<file path="config.mk">
export PLATFORM = sky130hd
export DESIGN_NAME = smd_addr_reduce
export DESIGN_NICKNAME = d
export VERILOG_FILES = /design/src/rtl/core/smd_pkg.sv /design/src/rtl/core/smd_addr_reduce.sv
export SDC_FILE = /design/constraint.sdc
export NUM_CORES = 1
export LEC_CHECK = 0
export BUFFER_PORTS_ARGS = -buffer_cell sky130_fd_sc_hd__buf_2
export CAP_MARGIN = 20
export CORE_ASPECT_RATIO = 1.5
export CORE_UTILIZATION = 47
export CTS_CLUSTER_DIAMETER = 100
export DETAILED_ROUTE_END_ITERATION = 16
export PLACE_DENSITY = 0.81
export SLEW_MARGIN = 30
export SYNTH_ARGS = -nofsm -noshare
export SYNTH_HDL_FRONTEND = slang
export SYNTH_SLANG_ARGS = --single-unit
</file>
<file path="constraint.sdc">
create_clock -name clock -period 0.8 [get_ports clock]
set_clock_uncertainty 0.1 [all_clocks]
set_input_delay 0.16 -clock clock [delete_from_list [all_inputs] [get_ports clock]]
set_output_delay 0.16 -clock clock [all_outputs]
set_load 0.05 [all_outputs]
</file>
<file path="src/rtl/core/smd_pkg.sv">
package smd_pkg;

   localparam int PIXEL_W     = 8;
   localparam int ADDR_W      = 17;
   localparam int AMP_W       = 4;
   localparam int CSR_DATA_W  = 8;
   localparam int CSR_INDEX_W = 2;

   typedef logic [PIXEL_W-1:0]     pixel_type;
   typedef logic [ADDR_W-1:0]      address_type;
   typedef logic [AMP_W-1:0]       amp_type;
   typedef logic [CSR_DATA_W-1:0]  csr_data_type;
   typedef logic [CSR_INDEX_W-1:0] csr_index_type;

   localparam csr_index_type CSR_AMPLIFICATION = 2'd0;
   localparam csr_index_type CSR_V_MIN         = 2'd1;
   localparam csr_index_type CSR_V_MAX         = 2'd2;

   localparam amp_type   AMP_RESET   = 4'd2;
   localparam pixel_type V_MIN_RESET = 8'd1;
   localparam pixel_type V_MAX_RESET = 8'd254;

   localparam logic MODE_UPDATE = 1'b0;
   localparam logic MODE_INIT   = 1'b1;

   typedef struct packed {
      logic      mode;
      pixel_type pixel;
   } beat_type;

   typedef struct packed {
      pixel_type mean;
      pixel_type variance;
   } cell_type;

endpackage

</file>
<file path="src/rtl/core/smd_addr_reduce.sv">
module smd_addr_reduce #(
   parameter int PIXELS = 131072
) (
   input  logic                        clock,
   input  logic                        reset,
   input  logic                        advance,
   input  logic                        in_valid,
   input  smd_pkg::beat_type           in_beat,
   input  smd_pkg::address_type        in_address,
   output logic                        out_valid,
   output smd_pkg::beat_type           out_beat,
   output logic [$clog2(PIXELS)-1:0]   out_index
);
   import smd_pkg::*;

   localparam int AW    = $clog2(PIXELS);
   localparam int CW    = ((AW > ADDR_W) ? AW : ADDR_W) + 1;
   localparam int SHIFT = 33;
   localparam int PW    = ADDR_W + 32;
   localparam int QW    = ADDR_W + CW;
   localparam logic [31:0] RECIP = 32'((64'd1 << SHIFT) / PIXELS);

   logic              a_valid_ff;
   beat_type          a_beat_ff;
   address_type       a_addr_ff;
   address_type       a_quot_ff;
   address_type       a_quot_in;
   logic [PW-1:0]     quot_prod;

   logic              b_valid_ff;
   beat_type          b_beat_ff;
   logic [AW-1:0]     b_index_ff;
   logic [AW-1:0]     b_index_in;
   logic [QW-1:0]     part;
   logic [CW-1:0]     rem;
   logic [CW-1:0]     rem_fix;

   // estimate the quotient by reciprocal; it is exact or one short
   assign quot_prod = PW'(in_address) * PW'(RECIP);
   assign a_quot_in = ADDR_W'(quot_prod >> SHIFT);

   assign part       = QW'(a_quot_ff) * QW'(PIXELS);
   assign rem        = CW'(a_addr_ff) - CW'(part);
   assign rem_fix    = (rem >= CW'(PIXELS)) ? (rem - CW'(PIXELS)) : rem;
   assign b_index_in = rem_fix[AW-1:0];

   always_ff @(posedge clock) begin
      if (reset) begin
         a_valid_ff <= 1'b0;
         b_valid_ff <= 1'b0;
      end else if (advance) begin
         a_valid_ff <= in_valid;
         b_valid_ff <= a_valid_ff;
      end
   end

   always_ff @(posedge clock) begin
      if (advance) begin
         a_beat_ff  <= in_beat;
         a_addr_ff  <= in_address;
         a_quot_ff  <= a_quot_in;
         b_beat_ff  <= a_beat_ff;
         b_index_ff <= b_index_in;
      end
   end

   assign out_valid = b_valid_ff;
   assign out_beat  = b_beat_ff;
   assign out_index = b_index_ff;

endmodule

</file>
==> results.toml <==
[synthesis]
netlist_top_cells_area = "edfxtp_1, dfxtp_1, mux2i_1"
syn_avg_cell_area_sq_um = 28.1
synth_top_family_by_area = "multiplexers"
synthMuxAreaShare = 0.0123
synthesis.nets = 88
ys_seq_area_frac = 0.983
ys_ff_latch = 54
synth-xor-area-share = 0
syn_inst = 58
synthSimpleGateAreaFrac = 0.00461
yosysWarningCount = 0
syn-cell-area_sq_um = 1630
synthAdderAreaFrac = 0
yosys.area.top_type_share = 0.959
ys_types = 4
synth.largest_area_cell = "edfxtp_1"
synth-compound-area-share = 0

[clock_network]
insertion_delay_ps = 300
cts_tree = "built"
cts.clk_slew.worst_paths_ps = 90
cts_root_buf = "clkbuf_8"
cts_hold_buf = 1
cts_max_level = 2
cts.sinks = 54
clock_path_buffers = 2
cts_made_buffers = 5

[setup_path]
crit_slowest_cell = "edfxtp_1"
cp-end-kind = "output pin"
path_buf_inv = 1
critPathMaxFanout = 1
critPathKind = "reg2out"
crit_arrival_ps = 880
cp_top_family = "flip-flops"
cpPeakStageDelay_ps = 410
crit_chain = "buf_6"
start_kind = "flip-flop"
worstPathRequired_ps = 540

[detailed_routing]
drc = 0
detail_route.wl_per_cell_um = 13.4
dr.pass1.iters = 2
num_vias = 742
drtAntennaViolNets = 0
drt_iter0_markers = 7
routed_wirelength_um = 2230
via_per_inst = 4.47

[floorplanning]
die_area_sq_um = 3710
start_util = 0.506
rows = 25
die_y_um = 74.1
fp.dieW_um = 50.1
core_area_sq_um = 3220
ioPinCount = 57

[pwr]
irDropWorstVdd_v = 0.00209
total_power_mw = 5.44
leakagePower_nw = 0.890
p_per_area_nw_per_um2 = 2390

[sta]
slew_headroom = 0.915
tightest_slew_ps = 125
finalHoldViolCount = 26
timing.hold.ws_ps = -69.5
fin_crit_ps = 1140
setup_viol = 27
rsz0062_at_grt = "true"
fmax_mhz = 876
period_share = 1.43
slew_viol_final = 0
fin_ws_ps = -341

[final_layout]
multi_input_area_sq_um = 27.5
n_antenna_cell = 0
drive_above_1_share = 0.524
syn2layout_area_growth_pct = 39.5
nNetsFinal = 155
seqCellArea_sq_um = 1600
filler_cell_count = 199
utilization = 0.705

[grt]
overflow = 0
antenna_found_initial = 0
grt_pass1_vias = 692
track_usage = 0.129
grt_first_pass_wirelength_um = 3220
grt_start_max_net_pins = 30

[job]
maxCapViolations = 0

[outcome]
outcome = "finished with violations"
violations = "hold timing, setup timing"

[place]
place_ws_ps = -149
io_buffers = 56
dp_hpwl_um = 1580
globalplace.congestion = 0.656

[hold_path]
hold_path.class = "in2reg"
[cells in the final DEF, fill, tap and decap left out]
master,synthesis,routed
clkbuf_1,0,1
dlygate4sd3_1,0,1
mux2i_1,2,2
edfxtp_1,52,52
clkinv_1,0,1
clkinv_2,0,1
nor2_1,2,2
clkbuf_8,0,5
buf_8,0,1
buf_4,0,1
dfxtp_2,0,1
buf_2,0,29
buf_12,0,2
dfxtp_1,2,1
buf_6,0,26
[area by class of cell]
class / count / area share
tap: 40 / 0.0220
clock buffer: 6 / 0.0319
multi-input combinational: 4 / 0.0121
clock inverter: 2 / 0.00385
sequential: 54 / 0.705
timing repair buffer: 60 / 0.225
[report_power, final]
part / switching [mW] / internal, mW
combinational: 0.422 / 0.244
sequential: 0.0672 / 3.33
clock: 0.768 / 0.602
[flip-flops by register name, summed over array words and instances, names as in the netlist]
signal	flops
a_addr_ff	17
out_index	17
a_beat_ff	9
out_valid	1
a_valid_ff	1
out_beat	9
[through the flow]
stage / area (sq um) / cells / setup TNS (ps)
floorplan: 1630 / 58 / -1590
global placement: 2010 / 157 / -6140
detailed placement: 2010 / 157 / -7200
CTS: 2270 / 166 / -8470
global route: 2270 / 166 / -9170
finish: 2270 / 166 / -8270
[per-layer routing]
metal,GRT usage,share of wire,up-vias
met5,0,0,-
met4,0.0857,0.016,0
met3,0.0573,0.060,5
met2,0.200,0.54,34
met1,0.145,0.39,339
li1,-,-,364
[final timing paths]
| check | startpoint | endpoint | slack, ps | depth (start not counted) |
|---|---|---|---|---|
| setup / recovery | out_index[15] | out_index[15] | -340 | 1 |
| hold reg to reg | a_addr_ff[1] | out_index[1] | 320 | 0 |
| hold / removal | in_address[14] | a_addr_ff[14] | -70 | 1 |
| setup reg to reg | a_beat_ff[5] | out_beat[5] | 50 | 0 |
[cell usage after synthesis]
cell      instances
edfxtp_1         52
dfxtp_1           2
mux2i_1           2
nor2_1            2
[what timing repair did]
item	in CTS	in global routing
resized for setup	54	1
buffers inserted	0	0
pin swaps	0	0
endpoints found under the setup margin	27	27
endpoints found under the hold margin	28	26
[cells by family after synthesis]
group            Yosys count
multiplexers               2
AND/OR/NAND/NOR            2
flip-flops                54
No activity file was read; power rests on OpenSTA's default activity.
